**config.mk**
```make
export PLATFORM = sky130hd
export DESIGN_NAME = three_wire_rtc_serial_master_top_flat
export DESIGN_NICKNAME = d
export VERILOG_FILES = /design/src/rtl/tws_pkg.sv /design/src/rtl/tws_in_if.sv /design/src/rtl/tws_out_if.sv /design/src/rtl/tws_seq.sv /design/src/rtl/three_wire_rtc_serial_master_top.sv /design/src/flat_wrapper.sv
export SDC_FILE = /design/constraint.sdc
export NUM_CORES = 1
export LEC_CHECK = 0
export ABC_AREA = 1
export BUFFER_PORTS_ARGS = -buffer_cell sky130_fd_sc_hd__buf_2
export CAP_MARGIN = 20
export CORE_AREA = 2 2 94 96
export CTS_BUF_LIST = sky130_fd_sc_hd__clkbuf_8
export CTS_CLUSTER_DIAMETER = 100
export DETAILED_ROUTE_END_ITERATION = 10
export DIE_AREA = 0 0 96 98
export PLACE_DENSITY = 0.85
export SLEW_MARGIN = 20
export SYNTH_ARGS = -nofsm -noshare
export SYNTH_HDL_FRONTEND = slang
export SYNTH_HIERARCHICAL = 1
export SYNTH_SLANG_ARGS = --single-unit
```
**constraint.sdc**
```tcl
create_clock -name clk -period 3.33 [get_ports clk]
set_clock_uncertainty 0.2 [all_clocks]
set_input_delay 0.666 -clock clk [delete_from_list [all_inputs] [get_ports clk]]
set_output_delay 0.666 -clock clk [all_outputs]
set_load 0.01 [all_outputs]
```
**src/rtl/tws_pkg.sv**
```systemverilog
// Package with shared types, codes and constants of the three-wire serial master.
`default_nettype none
package tws_pkg;

  localparam int unsigned FUNC_W  = 2;
  localparam int unsigned BYTE_W  = 8;
  localparam int unsigned SETUP_W = 10;
  localparam int unsigned HALF_W  = 8;
  localparam int unsigned CFG_IDX_W  = 2;
  localparam int unsigned CFG_DATA_W = 10;

  // Input item function codes.
  localparam logic [FUNC_W-1:0] FUNC_TICK  = 2'd0;
  localparam logic [FUNC_W-1:0] FUNC_WRITE = 2'd1;
  localparam logic [FUNC_W-1:0] FUNC_READ  = 2'd2;

  // Configuration register indexes.
  localparam logic [CFG_IDX_W-1:0] CFG_SETUP_TICKS = 2'd0;
  localparam logic [CFG_IDX_W-1:0] CFG_LOW_TICKS   = 2'd1;
  localparam logic [CFG_IDX_W-1:0] CFG_HIGH_TICKS  = 2'd2;

  // Configuration reset values.
  localparam logic [SETUP_W-1:0] SETUP_TICKS_RST = 10'd10;
  localparam logic [HALF_W-1:0]  LOW_TICKS_RST   = 8'd1;
  localparam logic [HALF_W-1:0]  HIGH_TICKS_RST  = 8'd9;

  // Command byte bit 0 selects read or write.
  localparam logic [BYTE_W-1:0] ADDR_WR_MASK = 8'hFE;
  localparam logic [BYTE_W-1:0] ADDR_RD_BIT  = 8'h01;

  typedef struct packed {
    logic [SETUP_W-1:0] setup_ticks;
    logic [HALF_W-1:0]  low_ticks;
    logic [HALF_W-1:0]  high_ticks;
  } tws_cfg_t;

  typedef struct packed {
    logic              ce_out;
    logic              sclk_out;
    logic              sda_out;
    logic              sda_drive;
    logic              busy_res;
    logic              done_res;
    logic [BYTE_W-1:0] read_byte;
    logic              rejected;
  } tws_res_t;

endpackage
`default_nettype wire

```
**src/rtl/tws_in_if.sv**
```systemverilog
// Input channel interface: one tick or command beat per handshake.
`default_nettype none
interface tws_in_if;
  import tws_pkg::*;

  logic              valid;
  logic              ready;
  logic [FUNC_W-1:0] func;
  logic [BYTE_W-1:0] reg_addr;
  logic [BYTE_W-1:0] write_data;
  logic              sda_in;

  modport source (output valid, output func, output reg_addr, output write_data,
                  output sda_in, input ready);
  modport sink   (input valid, input func, input reg_addr, input write_data,
                  input sda_in, output ready);
endinterface
`default_nettype wire

```
**src/rtl/tws_out_if.sv**
```systemverilog
// Result channel interface: pin levels and status for each beat.
`default_nettype none
interface tws_out_if;
  import tws_pkg::*;

  logic              valid;
  logic              ready;
  logic              ce_out;
  logic              sclk_out;
  logic              sda_out;
  logic              sda_drive;
  logic              busy_res;
  logic              done_res;
  logic [BYTE_W-1:0] read_byte;
  logic              rejected;

  modport source (output valid, output ce_out, output sclk_out, output sda_out,
                  output sda_drive, output busy_res, output done_res,
                  output read_byte, output rejected, input ready);
  modport sink   (input valid, input ce_out, input sclk_out, input sda_out,
                  input sda_drive, input busy_res, input done_res,
                  input read_byte, input rejected, output ready);
endinterface
`default_nettype wire

```
**src/rtl/tws_seq.sv**
```systemverilog
// Transfer sequencer: phase, bit and tick counters, shift registers.
`default_nettype none
module tws_seq (
  input  wire logic                      clk,
  input  wire logic                      rst_n,
  input  wire logic                      fire,
  input  wire logic [tws_pkg::FUNC_W-1:0] func,
  input  wire logic [tws_pkg::BYTE_W-1:0] reg_addr,
  input  wire logic [tws_pkg::BYTE_W-1:0] write_data,
  input  wire logic                      sda_in,
  input  wire tws_pkg::tws_cfg_t         cfg,
  output tws_pkg::tws_res_t              res
);
  import tws_pkg::*;

  typedef enum logic [1:0] {
    PH_IDLE  = 2'd0,
    PH_SETUP = 2'd1,
    PH_LOW   = 2'd2,
    PH_HIGH  = 2'd3
  } phase_t;

  localparam logic [4:0] CELLS_TOTAL = 5'd16;
  localparam logic [4:0] CMD_CELLS   = 5'd8;

  phase_t              phase_r, phase_nxt;
  logic [4:0]          bit_index_r, bit_index_nxt;
  logic [SETUP_W-1:0]  tick_r, tick_nxt;
  logic [2*BYTE_W-1:0] out_shift_r, out_shift_nxt;
  logic [BYTE_W-1:0]   in_shift_r, in_shift_nxt;
  logic                is_read_r, is_read_nxt;

  logic [SETUP_W-1:0]  tick_inc;
  logic [4:0]          bit_inc;
  logic                is_cmd;
  logic                done;
  logic                rej;
  logic                reading;

  assign tick_inc = tick_r + SETUP_W'(1);
  assign bit_inc  = bit_index_r + 5'd1;
  assign is_cmd   = (func == FUNC_WRITE) || (func == FUNC_READ);

  always_comb begin
    phase_nxt     = phase_r;
    bit_index_nxt = bit_index_r;
    tick_nxt      = tick_r;
    out_shift_nxt = out_shift_r;
    in_shift_nxt  = in_shift_r;
    is_read_nxt   = is_read_r;
    done          = 1'b0;
    rej           = 1'b0;
    if (is_cmd) begin
      if (phase_r != PH_IDLE) begin
        rej = 1'b1;
      end else begin
        is_read_nxt = (func == FUNC_READ);
        if (func == FUNC_READ) begin
          out_shift_nxt = {BYTE_W'(0), reg_addr | ADDR_RD_BIT};
        end else begin
          out_shift_nxt = {write_data, reg_addr & ADDR_WR_MASK};
        end
        in_shift_nxt  = '0;
        bit_index_nxt = '0;
        tick_nxt      = '0;
        phase_nxt     = PH_SETUP;
      end
    end else begin
      unique case (phase_r)
        PH_IDLE: begin
        end
        PH_SETUP: begin
          tick_nxt = tick_inc;
          if (tick_inc >= cfg.setup_ticks) begin
            phase_nxt = PH_LOW;
            tick_nxt  = '0;
          end
        end
        PH_LOW: begin
          tick_nxt = tick_inc;
          if (tick_inc >= SETUP_W'(cfg.low_ticks)) begin
            if (is_read_r && (bit_index_r >= CMD_CELLS)) begin
              in_shift_nxt = {sda_in, in_shift_r[BYTE_W-1:1]};
            end
            phase_nxt = PH_HIGH;
            tick_nxt  = '0;
          end
        end
        PH_HIGH: begin
          tick_nxt = tick_inc;
          if (tick_inc >= SETUP_W'(cfg.high_ticks)) begin
            bit_index_nxt = bit_inc;
            out_shift_nxt = {1'b0, out_shift_r[2*BYTE_W-1:1]};
            tick_nxt      = '0;
            if (bit_inc >= CELLS_TOTAL) begin
              phase_nxt = PH_IDLE;
              done      = 1'b1;
            end else begin
              phase_nxt = PH_LOW;
            end
          end
        end
        default: begin
        end
      endcase
    end
  end

  // Pin levels reflect the state after this beat has been applied.
  assign reading = is_read_nxt && (bit_index_nxt >= CMD_CELLS);

  always_comb begin
    res = '0;
    res.busy_res = (phase_nxt != PH_IDLE);
    res.done_res = done;
    res.rejected = rej;
    if (phase_nxt == PH_SETUP) begin
      res.sda_drive = 1'b1;
    end else if ((phase_nxt == PH_LOW) || (phase_nxt == PH_HIGH)) begin
      res.ce_out   = 1'b1;
      res.sclk_out = (phase_nxt == PH_HIGH);
      if (!reading) begin
        res.sda_drive = 1'b1;
        res.sda_out   = out_shift_nxt[0];
      end
    end
    if (done && is_read_nxt) begin
      res.read_byte = in_shift_nxt;
    end
  end

  always_ff @(posedge clk) begin
    if (!rst_n) begin
      phase_r     <= PH_IDLE;
      bit_index_r <= '0;
      tick_r      <= '0;
      out_shift_r <= '0;
      in_shift_r  <= '0;
      is_read_r   <= 1'b0;
    end else if (fire) begin
      phase_r     <= phase_nxt;
      bit_index_r <= bit_index_nxt;
      tick_r      <= tick_nxt;
      out_shift_r <= out_shift_nxt;
      in_shift_r  <= in_shift_nxt;
      is_read_r   <= is_read_nxt;
    end
  end

endmodule
`default_nettype wire

```
**src/rtl/three_wire_rtc_serial_master_top.sv**
```systemverilog
// Top level of the three-wire serial master: config registers, sequencer, result register.
// Each accepted beat's result is registered and offered on the output in the next cycle.
// Throughput: one beat per cycle; the sequencer's next-state logic feeds the
// result register directly, so a new beat is taken whenever that register is
// empty or is being drained in the same cycle.
// Reset: synchronous, active-low rst_n returns the sequencer to idle, empties
// the result register and loads the timing registers with 10, 1 and 9 ticks.
`default_nettype none
module three_wire_rtc_serial_master_top (
  input  wire logic                          clk,
  input  wire logic                          rst_n,
  tws_in_if.sink                             in_bus,
  tws_out_if.source                          out_bus,
  input  wire logic                          cfg_we,
  input  wire logic [tws_pkg::CFG_IDX_W-1:0]  cfg_addr,
  input  wire logic [tws_pkg::CFG_DATA_W-1:0] cfg_wdata
);
  import tws_pkg::*;

  tws_cfg_t cfg_r;
  tws_res_t res_comb;
  tws_res_t res_r;
  logic     out_valid_r;
  logic     in_fire;

  // The result register frees up when empty or when its beat leaves this cycle.
  assign in_bus.ready = !out_valid_r || out_bus.ready;
  assign in_fire      = in_bus.valid && in_bus.ready;

  // Timing registers. Writes are for the user to make only while the block is
  // idle; the block does not enforce this. An unused index is simply ignored.
  always_ff @(posedge clk) begin
    if (!rst_n) begin
      cfg_r.setup_ticks <= SETUP_TICKS_RST;
      cfg_r.low_ticks   <= LOW_TICKS_RST;
      cfg_r.high_ticks  <= HIGH_TICKS_RST;
    end else if (cfg_we) begin
      unique case (cfg_addr)
        CFG_SETUP_TICKS: cfg_r.setup_ticks <= cfg_wdata[SETUP_W-1:0];
        CFG_LOW_TICKS:   cfg_r.low_ticks   <= cfg_wdata[HALF_W-1:0];
        CFG_HIGH_TICKS:  cfg_r.high_ticks  <= cfg_wdata[HALF_W-1:0];
        default: begin
        end
      endcase
    end
  end

  // The sequencer advances only on an accepted beat; ticks and commands
  // alike produce exactly one result.
  tws_seq u_seq (
    .clk        (clk),
    .rst_n      (rst_n),
    .fire       (in_fire),
    .func       (in_bus.func),
    .reg_addr   (in_bus.reg_addr),
    .write_data (in_bus.write_data),
    .sda_in     (in_bus.sda_in),
    .cfg        (cfg_r),
    .res        (res_comb)
  );

  // Output register: holds the result until the sink takes it.
  always_ff @(posedge clk) begin
    if (!rst_n) begin
      out_valid_r <= 1'b0;
    end else if (in_fire) begin
      out_valid_r <= 1'b1;
    end else if (out_bus.ready) begin
      out_valid_r <= 1'b0;
    end
  end

  always_ff @(posedge clk) begin
    if (in_fire) begin
      res_r <= res_comb;
    end
  end

  assign out_bus.valid     = out_valid_r;
  assign out_bus.ce_out    = res_r.ce_out;
  assign out_bus.sclk_out  = res_r.sclk_out;
  assign out_bus.sda_out   = res_r.sda_out;
  assign out_bus.sda_drive = res_r.sda_drive;
  assign out_bus.busy_res  = res_r.busy_res;
  assign out_bus.done_res  = res_r.done_res;
  assign out_bus.read_byte = res_r.read_byte;
  assign out_bus.rejected  = res_r.rejected;

endmodule
`default_nettype wire

```
**src/flat_wrapper.sv**
```systemverilog
// flat-port wrapper written by rule: the top's interface ports become plain ports
module three_wire_rtc_serial_master_top_flat import tws_pkg::*;
  (clk, rst_n, cfg_we, cfg_addr, cfg_wdata, in_bus_valid, in_bus_func, in_bus_reg_addr, in_bus_write_data, in_bus_sda_in, in_bus_ready, out_bus_valid, out_bus_ce_out, out_bus_sclk_out, out_bus_sda_out, out_bus_sda_drive, out_bus_busy_res, out_bus_done_res, out_bus_read_byte, out_bus_rejected, out_bus_ready);
  tws_in_if in_bus_i ();
  tws_out_if out_bus_i ();
  input  wire logic clk;
  input  wire logic rst_n;
  input  wire logic cfg_we;
  input  wire logic [tws_pkg::CFG_IDX_W-1:0] cfg_addr;
  input  wire logic [tws_pkg::CFG_DATA_W-1:0] cfg_wdata;
  input wire logic [$bits(in_bus_i.valid)-1:0] in_bus_valid;
  input wire logic [$bits(in_bus_i.func)-1:0] in_bus_func;
  input wire logic [$bits(in_bus_i.reg_addr)-1:0] in_bus_reg_addr;
  input wire logic [$bits(in_bus_i.write_data)-1:0] in_bus_write_data;
  input wire logic [$bits(in_bus_i.sda_in)-1:0] in_bus_sda_in;
  output wire logic [$bits(in_bus_i.ready)-1:0] in_bus_ready;
  output wire logic [$bits(out_bus_i.valid)-1:0] out_bus_valid;
  output wire logic [$bits(out_bus_i.ce_out)-1:0] out_bus_ce_out;
  output wire logic [$bits(out_bus_i.sclk_out)-1:0] out_bus_sclk_out;
  output wire logic [$bits(out_bus_i.sda_out)-1:0] out_bus_sda_out;
  output wire logic [$bits(out_bus_i.sda_drive)-1:0] out_bus_sda_drive;
  output wire logic [$bits(out_bus_i.busy_res)-1:0] out_bus_busy_res;
  output wire logic [$bits(out_bus_i.done_res)-1:0] out_bus_done_res;
  output wire logic [$bits(out_bus_i.read_byte)-1:0] out_bus_read_byte;
  output wire logic [$bits(out_bus_i.rejected)-1:0] out_bus_rejected;
  input wire logic [$bits(out_bus_i.ready)-1:0] out_bus_ready;
  assign in_bus_i.valid = in_bus_valid;
  assign in_bus_i.func = in_bus_func;
  assign in_bus_i.reg_addr = in_bus_reg_addr;
  assign in_bus_i.write_data = in_bus_write_data;
  assign in_bus_i.sda_in = in_bus_sda_in;
  assign in_bus_ready = in_bus_i.ready;
  assign out_bus_valid = out_bus_i.valid;
  assign out_bus_ce_out = out_bus_i.ce_out;
  assign out_bus_sclk_out = out_bus_i.sclk_out;
  assign out_bus_sda_out = out_bus_i.sda_out;
  assign out_bus_sda_drive = out_bus_i.sda_drive;
  assign out_bus_busy_res = out_bus_i.busy_res;
  assign out_bus_done_res = out_bus_i.done_res;
  assign out_bus_read_byte = out_bus_i.read_byte;
  assign out_bus_rejected = out_bus_i.rejected;
  assign out_bus_i.ready = out_bus_ready;
  three_wire_rtc_serial_master_top u_core (.clk(clk), .rst_n(rst_n), .in_bus(in_bus_i), .out_bus(out_bus_i), .cfg_we(cfg_we), .cfg_addr(cfg_addr), .cfg_wdata(cfg_wdata));
endmodule
```
==> results of run 1 <==
[stage by stage]
stage	setup slack [ps]	std cells	util, %	cell area, sq um	hold WS [ps]
after floorplan	216.5	696	-	4965	228.9
after global placement	246.1	842	62.22	5268	246.2
after detailed placement	127.7	842	62.22	5268	249.2
after CTS	92.45	858	65.00	5503	271.8
after global routing	42.91	860	65.39	5535	305.7
final	260.8	860	65.39	5535	269.2
[flip-flops by register name, indices dropped and copies added (netlist names), 2 cells and up]
| register | count |
|---|---|
| u_core/u_seq/in_shift_r | 8 |
| u_core/cfg_r | 26 |
| u_core/u_seq/phase_r | 2 |
| u_core/u_seq/bit_index_r | 5 |
| u_core/u_seq/tick_r | 10 |
| u_core/u_seq/out_shift_r | 16 |
| u_core/out_bus.read_byte | 8 |
[how the worst max path moves through the flow]
stage,start,to
CTS,u_core/u_seq/tick_r[1],u_core/u_seq/out_shift_r[1]
detailed placement,u_core/u_seq/tick_r[0],u_core/out_bus.read_byte[2]
global route,u_core/u_seq/tick_r[0],u_core/u_seq/out_shift_r[2]
floorplan,out_bus_ready,u_core/u_seq/tick_r[0]
finish,u_core/u_seq/tick_r[1],u_core/u_seq/out_shift_r[1]
global placement,u_core/u_seq/tick_r[1],u_core/out_bus.read_byte[2]
[worst max-delay path, stage by stage, from the launching register on]
cell	delay (ps)
sky130_fd_sc_hd__dfxtp_2	380
sky130_fd_sc_hd__ha_1	180
sky130_fd_sc_hd__nand2_1	70
sky130_fd_sc_hd__inv_2	100
sky130_fd_sc_hd__nand2_1	70
sky130_fd_sc_hd__xor2_1	220
sky130_fd_sc_hd__inv_1	130
sky130_fd_sc_hd__ha_1	300
sky130_fd_sc_hd__nand2_1	70
sky130_fd_sc_hd__nor2_1	130
sky130_fd_sc_hd__nand2_1	70
sky130_fd_sc_hd__nand3_1	80
sky130_fd_sc_hd__a21oi_2	90
sky130_fd_sc_hd__nand2_4	130
sky130_fd_sc_hd__nand2_8	110
sky130_fd_sc_hd__o21ai_4	280
sky130_fd_sc_hd__buf_4	200
sky130_fd_sc_hd__o21ai_0	80
sky130_fd_sc_hd__nor2_1	110
[per-layer routing]
layer	part of all wire [%]	vias to the layer above	GRT usage, %
li1	-	2341	-
met1	44	2115	32.89
met2	49	155	41.19
met5	0	-	0
met3	5.5	24	4.475
met4	1.7	0	8.352
[cells in the final DEF, fill, tap and decap left out, drive strengths merged]
| cell | netlist | routed |
|---|---|---|
| a21boi | 1 | 1 |
| xor2 | 4 | 4 |
| clkinv | 2 | 6 |
| nand3b | 6 | 6 |
| ha | 30 | 30 |
| a21o | 1 | 1 |
| o21a | 1 | 1 |
| a221oi | 1 | 1 |
| clkbuf | 7 | 9 |
| and2 | 1 | 1 |
| dfxtp | 69 | 69 |
| nand3 | 43 | 43 |
| nor3 | 2 | 2 |
| o21bai | 1 | 1 |
| a211oi | 1 | 1 |
| nand4 | 27 | 27 |
| bufinv | 0 | 2 |
| o21ai | 39 | 39 |
| xnor2 | 1 | 1 |
| nor2 | 100 | 100 |
| buf | 19 | 67 |
| inv | 98 | 99 |
| nand2 | 169 | 169 |
| o211ai | 1 | 1 |
| edfxtp | 15 | 15 |
| a21oi | 56 | 56 |
[cells by family (layout without fill, tap and decap cells)]
kind of cell	count (synthesis)	in the layout	synth area share, %
buffers and inverters	127	183	11.57
AO/OA/AOI/OAI	102	102	10.89
adder cells (fa/ha/maj)	30	30	7.560
AND/OR/NAND/NOR	348	348	32.21
XOR/XNOR	5	5	0.8820
flip-flops	84	84	36.90
[area by class of cell]
type / count / area [sq um]
Clock inverter: 7 / 111.4
Sequential cell: 84 / 1834
Timing Repair Buffer: 67 / 375.4
Inverter: 100 / 377.9
Tap cell: 108 / 135.1
Clock buffer: 9 / 123.9
Multi-Input combinational cell: 485 / 2577
Fill cell: 699 / 2930
[report_power, final]
group / internal [uW] / total [uW] / switching, uW
logic: 125 / 375 / 250
registers: 1090 / 1110 / 26.7
clock network: 435 / 836 / 401
total: 1650 / 2320 / 678
[repair_timing]
action,CTS,global route
endpoints found under the setup margin,0,26
hold endpoints to repair,0,0
gates resized for setup,0,5
buffers inserted,0,2
hold buffers,0,0
==> flow_summary_export.csv, run 1 <==
group,metric,value,unit
drt,wl_per_cell,13.02,um
finish,area.growth.synth_to_final,11.49,%
critical_path,cp.arrival,3170,ps
critical_path,reg2reg_to,"u_core/u_seq/out_shift_r[1]",
sta,setup_total_negative_slack,0,ps
clocking,tritoncts,"done",
hold_path,hold_path.startpoint,"u_core/cfg_r[3]",
power,vdd_ir_drop_max,0.0002921,V
hold_path,whs_endpoint,"u_core/cfg_r[3]",
placed_design,buffer_ports.inserted,51,
sta,finalSetupViolCount,0,
critical_path,cp-start-kind,"flop",
synthesis,syn_inst,696,
critical_path,worst-r2r-cell-count,18,
power,pwr_density_cell,419.9,nW/um^2
finish,n_antenna_cell,0,
clocking,number_of_h_tree_levels,3,
outcome,outcome,"finished, final reports clean",
sta,timing_worst_slew_pin_value,733.1,ps
synthesis,asyncSetResetFlopFracSynth,0,%
hold_path,hold_class,"flop to flop",
synthesis,syn_area_per_cell,7.133,sq um
power,report.power.total,2324,uW
synthesis,postSynthRegisterBits,84,
floorplan,design.core.area,8466,sq um
drt,drc_errors,0,
synthesis,synth_top_area_cell,"sky130_fd_sc_hd__dfxtp_1",
grt,grt_pass1_wl,19.07,mm
synthesis,netlist_top_cells_area,"sky130_fd_sc_hd__dfxtp_1, sky130_fd_sc_hd__nand2_1, sky130_fd_sc_hd__edfxtp_1",
sta,timing.final.hold_violations,0,
floorplan,fp_rows,34,
floorplan,floorplan.die.height,98,um
drt,number_of_drc_markers_after_the_initial_detailed_route_iteration,256,
critical_path,regToRegSetupSlack,260,ps
synthesis,post-synth-top-area-fraction,27.82,%
clocking,cts_buffers,9,
synthesis,synth-edff-count,15,
floorplan,die_width,96,um
clocking,clk_transition_reported_paths,90,ps
drt,final_antenna_net_count,0,
finish,nets,813,
synthesis,area_of_the_mapped_netlist,4965,sq um
clocking,cts_root_buffer,"sky130_fd_sc_hd__clkbuf_8",
grt,largest_net_degree_at_the_start_of_global_routing,48,
critical_path,critical_path_peak_fanout,18,
drt,number_of_search_and_repair_iterations_in_the_first_detailed_routing_pass,5,
finish,drive_gt1_share,16.89,%
placed_design,dp.final_hpwl,7.736,mm
synthesis,synth_flop_cell,"sky130_fd_sc_hd__dfxtp_1",
sta,timing_max_transition_violations_final,0,
grt,grt_total_ovfl,0,
synthesis,most_used_standard_cell_by_instance_count_after_synthesis,"sky130_fd_sc_hd__nand2_1",
synthesis,syn_nets,762,
synthesis,post_synth_num_cell_types,41,
synthesis,synth.yosys.seq_area_share,36.90,%
grt,gr-usage-all-layers,25.02,%
clocking,insertion_delay,360,ps
synthesis,top_post_synthesis_cells_by_count,"sky130_fd_sc_hd__nand2_1, sky130_fd_sc_hd__inv_1, sky130_fd_sc_hd__nor2_1",
floorplan,fp.dieArea,9408,sq um
flow_run,drv.max_cap_violation_count,0,
grt,number_of_antenna_violations_at_the_first_check_in_global_routing,0,
grt,grt_pass1_vias,4334,
hold_path,min_delay_path_depth,2,
sta,worst_slew_margin_rel,51.08,%
placed_design,gp_congestion,0.9147,
critical_path,worst_ep_required_time,3430,ps
synthesis,synthesis.yosys.warnings,6,
sta,period_share,92.17,%
floorplan,initial_core_utilization,58.65,%
sta,achievable-frequency,325.8,MHz
drt,total_length_of_routed_wires,11.20,mm
clocking,numClockSinks,84,
power,static-leakage-power,0.002587,uW
clocking,ctsLongestPathBuffers,2,
drt,vias,4635,
floorplan,boundaryPins,53,
sta,grt_setup_unrepaired,"no",
sta,final.min_clock_period,3069,ps
critical_path,critPathCaptureType,"flop",
drt,viasPerCell,5.390,
critical_path,r2r-start,"u_core/u_seq/tick_r[1]",
critical_path,worst-setup-path-type,"flop to flop",
(Power assumes the default switching activity.)
==> inputs of run 2 (changes only) <==
Settings changed: CORE_AREA 2 2 94 96 to 2 2 87 105, DIE_AREA 0 0 96 98 to 0 0 89 107, PLACE_DENSITY 0.85 to 0.84.
==> flow_summary_export.csv, run 2 (synthesis gave the netlist of run 1 again) <==
group,metric,value,unit
floorplan,fp.dieArea,9523,sq um
grt,number_of_antenna_violations_at_the_first_check_in_global_routing,0,
sta,worst_slew_margin_rel,44.67,%
flow_run,drv.max_cap_violation_count,0,
critical_path,critPathMaxStageDelay,410,ps
clocking,cts_root_buffer,"sky130_fd_sc_hd__clkbuf_8",
drt,wl_per_cell,12.76,um
power,internal_power,1592,uW
floorplan,fp_rows,37,
power,static-leakage-power,0.002581,uW
critical_path,cp_common_cell,"sky130_fd_sc_hd__nand2_1",
floorplan,die_width,89,um
floorplan,design.core.area,8518,sq um
critical_path,crit_path_top_delay_cell,"sky130_fd_sc_hd__dfxtp_1",
sta,final.min_clock_period,3082,ps
critical_path,worst-setup-path-type,"flop to flop",
power,sw_share,28.71,%
sta,timing_worst_slew_pin_value,826.9,ps
sta,achievable-frequency,324.5,MHz
hold_path,hold_class,"flop to flop",
finish,top_library_cells_by_usage_in_the_layout_fill_and_taps_aside,"sky130_fd_sc_hd__nand2_1, sky130_fd_sc_hd__inv_1, sky130_fd_sc_hd__nor2_1",
placed_design,buffer_ports.inserted,51,
finish,n_antenna_cell,0,
critical_path,critical_path_peak_fanout,16,
power,vdd_ir_drop_max,0.0002597,V
finish,largest_register,"u_core/cfg_r",
grt,largest_net_degree_at_the_start_of_global_routing,48,
clocking,postCtsHoldBufs,0,
floorplan,floorplan.die.height,107,um
drt,final_antenna_net_count,0,
sta,grt_setup_unrepaired,"no",
finish,nets,812,
clocking,insertion_delay,360,ps
drt,viasPerCell,5.331,
clocking,cts_buffers,9,
floorplan,initial_core_utilization,58.28,%
grt,grt_total_ovfl,0,
finish,reg_top3,"u_core/cfg_r (26), u_core/u_seq/out_shift_r (16), u_core/u_seq/tick_r (10)",
drt,drc_errors,0,
critical_path,worst_ep_required_time,3430,ps
critical_path,critPathCaptureType,"flop",
clocking,number_of_h_tree_levels,3,
clocking,ctsLongestPathBuffers,2,
finish,fillCellCount,760,
grt,gr-usage-all-layers,24.83,%
drt,number_of_search_and_repair_iterations_in_the_first_detailed_routing_pass,5,
power,power_frac_comb,16.8,%
sta,timing.final.hold_violations,0,
clocking,tritoncts,"done",
power,net-switching-power,641.2,uW
clocking,clk_transition_reported_paths,90,ps
finish,largest_register_ff_count,26,
grt,grt_pass1_vias,4495,
power,pwr_density_cell,404.8,nW/um^2
finish,mostFrequentLayoutCell,"sky130_fd_sc_hd__nand2_1",
grt,grt_pass1_wl,19.06,mm
critical_path,cp-start-kind,"flop",
power,share_seq_of_total_power,49.8,%
sta,whs,263.1,ps
placed_design,gp_congestion,0.9261,
drt,number_of_drc_markers_after_the_initial_detailed_route_iteration,270,
power,share_clk_of_total_power,33.4,%
sta,finalSetupViolCount,0,
drt,vias,4627,
placed_design,dp.final_hpwl,7.838,mm
finish,drive_gt1_share,16.51,%
sta,period_share,92.54,%
finish,area.growth.synth_to_final,11.11,%
outcome,outcome,"finished, final reports clean",
clocking,numClockSinks,84,
floorplan,boundaryPins,53,
sta,timing_max_transition_violations_final,0,
critical_path,cp.arrival,3190,ps
sta,setup_total_negative_slack,0,ps
drt,total_length_of_routed_wires,11.08,mm
critical_path,cp_cell_sequence,"ha_1 > nand2_1 > inv_2 > nand2_1 > xor2_1 > inv_1 > ha_1 > nand2_1 > nor2_1 > nand2_1 > nand3_1 > a21oi_4 > nand2_4 > nand2_4 > buf_4 > o21ai_0 > nor2_1 > nor2_1",
## run 2: metrics by stage
step	setup WS [ps]	area (sq um)	power, uW	std cells	utilization, %
after detailed placement	97.21	5264	1494	849	61.79
after floorplan	216.5	4965	1400	696	-
after CTS	79.25	5466	2225	865	64.17
final	248.3	5517	2233	868	64.76
after global routing	2.498	5517	2343	868	64.76
after global placement	233.7	5264	1479	849	61.79
## run 2: area by class of cell
class                           instances  area, sq um  area share (%)
Multi-Input combinational cell        485         2590           46.95
Sequential cell                        84         1832           33.20
Inverter                              100        377.9           6.850
Timing Repair Buffer                   66        367.9           6.668
Clock buffer                           11        151.4           2.744
Tap cell                              117        146.4           2.654
Clock inverter                          5        51.30          0.9299
## run 2: routing by layer
layer | vias to the layer above | GRT usage (%) | share of wire [%]
li1 | 2334 | - | -
met1 | 2152 | 29.67 | 43
met2 | 127 | 42.80 | 51
met3 | 14 | 6.467 | 4.8
met4 | 0 | 8.102 | 1.4
met5 | - | 0 | 0
## run 2: critical path: cells and delay by family (launching register included)
family / cells / cell delay, ps
XOR/XNOR: 1 / 210
AO/OA/AOI/OAI: 2 / 350
adder cells (fa/ha/maj): 2 / 490
AND/OR/NAND/NOR: 10 / 940
buffers and inverters: 3 / 420
flip-flops: 1 / 410
## run 2: final timing paths
| path | endpoint | slack, ps | cells after the start | startpoint |
|---|---|---|---|---|
| setup / recovery | u_core/u_seq/out_shift_r[4] | 250 | 18 | u_core/u_seq/tick_r[0] |
| hold / removal | u_core/cfg_r[3] | 260 | 2 | u_core/cfg_r[3] |
| setup reg to reg | u_core/u_seq/out_shift_r[4] | 250 | 18 | u_core/u_seq/tick_r[0] |
| hold reg to reg | u_core/cfg_r[3] | 260 | 2 | u_core/cfg_r[3] |
## run 2: repair_timing
item | CTS | global route
endpoints found under the setup margin | 0 | 32
resized for setup | 0 | 5
setup buffers | 0 | 3
## run 2: power by group through the flow
| stage | Combinational (uW) | Sequential (uW) | Clock (uW) |
|---|---|---|---|
| floorplan | 262 | 1140 | 0 |
| detailed placement | 359 | 1140 | 0 |
| global route | 425 | 1120 | 798 |
| CTS | 361 | 1110 | 751 |
| finish | 375 | 1110 | 745 |
| global placement | 346 | 1130 | 0 |
==> inputs of run 3 (changes only) <==
Settings changed: CAP_MARGIN 20 to 10.
Clock period 3.33 ns to 3.1 ns, I/O delays scaled along.
==> flow_summary_export.csv, run 3 (synthesis gave the netlist of run 1 again) <==
group,metric,value,unit
finish,largest_register_ff_count,26,
drt,vias,4643,
placed_design,dp.final_hpwl,7.938,mm
finish,n_antenna_cell,0,
drt,total_length_of_routed_wires,11.26,mm
hold_path,min_delay_path_depth,2,
flow_run,drv.max_cap_violation_count,0,
clocking,clk_transition_reported_paths,80,ps
drt,final_antenna_net_count,0,
drt,drc_errors,0,
floorplan,floorplan.die.height,107,um
critical_path,worst-r2r-cell-count,17,
finish,mostFrequentLayoutCell,"sky130_fd_sc_hd__nand2_1",
hold_path,hold_class,"flop to flop",
clocking,cts_root_buffer,"sky130_fd_sc_hd__clkbuf_8",
critical_path,critPathCaptureType,"flop",
floorplan,fp_rows,37,
placed_design,placed_cells_incl_taps,853,
power,static-leakage-power,0.002630,uW
grt,grt_pass1_wl,18.82,mm
finish,reg_top3,"u_core/cfg_r (26), u_core/u_seq/out_shift_r (16), u_core/u_seq/tick_r (10)",
drt,number_of_search_and_repair_iterations_in_the_first_detailed_routing_pass,5,
critical_path,cp-start-kind,"flop",
power,pwr_density_cell,429.9,nW/um^2
critical_path,regToRegSetupSlack,160,ps
power,vdd_ir_drop_max,0.0003338,V
clocking,number_of_h_tree_levels,3,
finish,drive_gt1_share,19.24,%
floorplan,initial_core_utilization,58.28,%
sta,post-route-worst-setup-slack,161.0,ps
placed_design,dp_worst_setup_slack,-52.19,ps
placed_design,gp_congestion,0.8592,
clocking,tritoncts,"done",
placed_design,buffer_ports.inserted,51,
finish,area.growth.synth_to_final,13.61,%
hold_path,whs_endpoint,"u_core/cfg_r[19]",
clocking,cts_buffers,9,
finish,fillCellCount,746,
sta,final.min_clock_period,2939,ps
grt,number_of_antenna_violations_at_the_first_check_in_global_routing,0,
grt,largest_net_degree_at_the_start_of_global_routing,48,
sta,timing_max_transition_violations_final,0,
finish,largest_register,"u_core/cfg_r",
sta,achievable-frequency,340.3,MHz
clocking,numClockSinks,84,
sta,timing.final.hold_violations,0,
floorplan,design.core.area,8518,sq um
grt,gr-usage-all-layers,24.56,%
critical_path,reg2reg_to,"u_core/out_bus.sda_out",
grt,grt_total_ovfl,0,
critical_path,worst_ep_required_time,3040,ps
sta,worst_slew_margin_rel,40.15,%
critical_path,critical_path_peak_fanout,6,
floorplan,die_width,89,um
floorplan,fp.dieArea,9523,sq um
clocking,ctsLongestPathBuffers,2,
critical_path,worst-setup-path-type,"flop to flop",
sta,finalSetupViolCount,0,
drt,number_of_drc_markers_after_the_initial_detailed_route_iteration,317,
sta,period_share,94.81,%
critical_path,cp.arrival,2880,ps
drt,viasPerCell,5.300,
critical_path,r2r-start,"u_core/u_seq/tick_r[0]",
drt,wl_per_cell,12.85,um
outcome,outcome,"finished, final reports clean",
clocking,insertion_delay,380,ps
sta,timing_worst_slew_pin_value,894.4,ps
sta,whs,268.8,ps
hold_path,hold_path.startpoint,"u_core/cfg_r[19]",
finish,instances_no_fill,876,
grt,grt_pass1_vias,4382,
finish,nets,820,
floorplan,boundaryPins,53,
finish,top_library_cells_by_usage_in_the_layout_fill_and_taps_aside,"sky130_fd_sc_hd__nand2_1, sky130_fd_sc_hd__inv_1, sky130_fd_sc_hd__nor2_1",
run 3: timing repair:
action | CTS | global route
resized for setup | 2 | 22
setup buffers | 2 | 5
pin swaps | 1 | 8
hold buffers | 0 | 0
cloned | 0 | 0
setup endpoints to repair | 16 | 48
run 3: final cells by class:
type | count | area (sq um) | area share, %
multi-input combinational | 485 | 2635 | 46.72
inverter | 100 | 377.9 | 6.699
clock buffer | 9 | 123.9 | 2.196
timing repair buffer | 74 | 440.4 | 7.808
sequential | 84 | 1841 | 32.63
clock inverter | 7 | 76.32 | 1.353
tap | 117 | 146.4 | 2.595
run 3: power by group:
part | switching (uW) | total [uW] | internal, uW
clock | 424 | 801 | 377
combinational | 278 | 428 | 151
sequential | 29.3 | 1200 | 1170
run 3: per-stage QoR:
stage | TNS [ps] | total power, uW | util, % | area [sq um]
3_3_place_gp | 0 | 1590 | 62.15 | 5294
2_1_floorplan | 0 | 1504 | - | 4965
4_1_cts | 0 | 2398 | 64.81 | 5520
5_1_grt | -105.3 | 2530 | 66.22 | 5640
3_5_place_dp | -174.5 | 1607 | 62.15 | 5294
6_report | 0 | 2425 | 66.22 | 5640
run 3: worst max path at each step:
stage | from | end | slack, ps | cells after the start
after detailed placement | u_core/u_seq/tick_r[0] | u_core/u_seq/out_shift_r[15] | -50 | 18
final | u_core/u_seq/tick_r[0] | u_core/out_bus.sda_out | 160 | 17
after global routing | u_core/u_seq/tick_r[0] | u_core/out_bus.sda_out | -50 | 17
after global placement | u_core/u_seq/tick_r[0] | u_core/u_seq/out_shift_r[15] | 60 | 18
after floorplan | out_bus_ready | u_core/u_seq/tick_r[0] | 30 | 10
after CTS | u_core/u_seq/tick_r[0] | u_core/out_bus.read_byte[6] | 4 | 18
run 3: worst max-delay path, cell delays in order, from the launching register on:
cell and delay (ps):
sky130_fd_sc_hd__dfxtp_4 370, sky130_fd_sc_hd__ha_2 180, sky130_fd_sc_hd__nand2_1 60, sky130_fd_sc_hd__inv_2 90
sky130_fd_sc_hd__nand2_1 90, sky130_fd_sc_hd__xor2_2 180, sky130_fd_sc_hd__inv_1 80, sky130_fd_sc_hd__buf_4 140
sky130_fd_sc_hd__ha_1 280, sky130_fd_sc_hd__nand2_2 70, sky130_fd_sc_hd__nor2_1 50, sky130_fd_sc_hd__o211ai_1 90
sky130_fd_sc_hd__nand4_1 210, sky130_fd_sc_hd__nor2_2 170, sky130_fd_sc_hd__nand2_1 120, sky130_fd_sc_hd__nand4_4 120
sky130_fd_sc_hd__nor2_1 50, sky130_fd_sc_hd__and2_1 140
run 3: layer usage:
layer | vias to the layer above | wire (um) | GRT usage [%] | share of wire (%)
met2 | 140 | 5723 | 41.47 | 51
li1 | 2349 | - | - | -
met3 | 24 | 498 | 3.387 | 4.4
met4 | 0 | 274 | 11.30 | 2.4
met5 | - | 0 | 0 | 0
met1 | 2130 | 4757 | 30.53 | 42
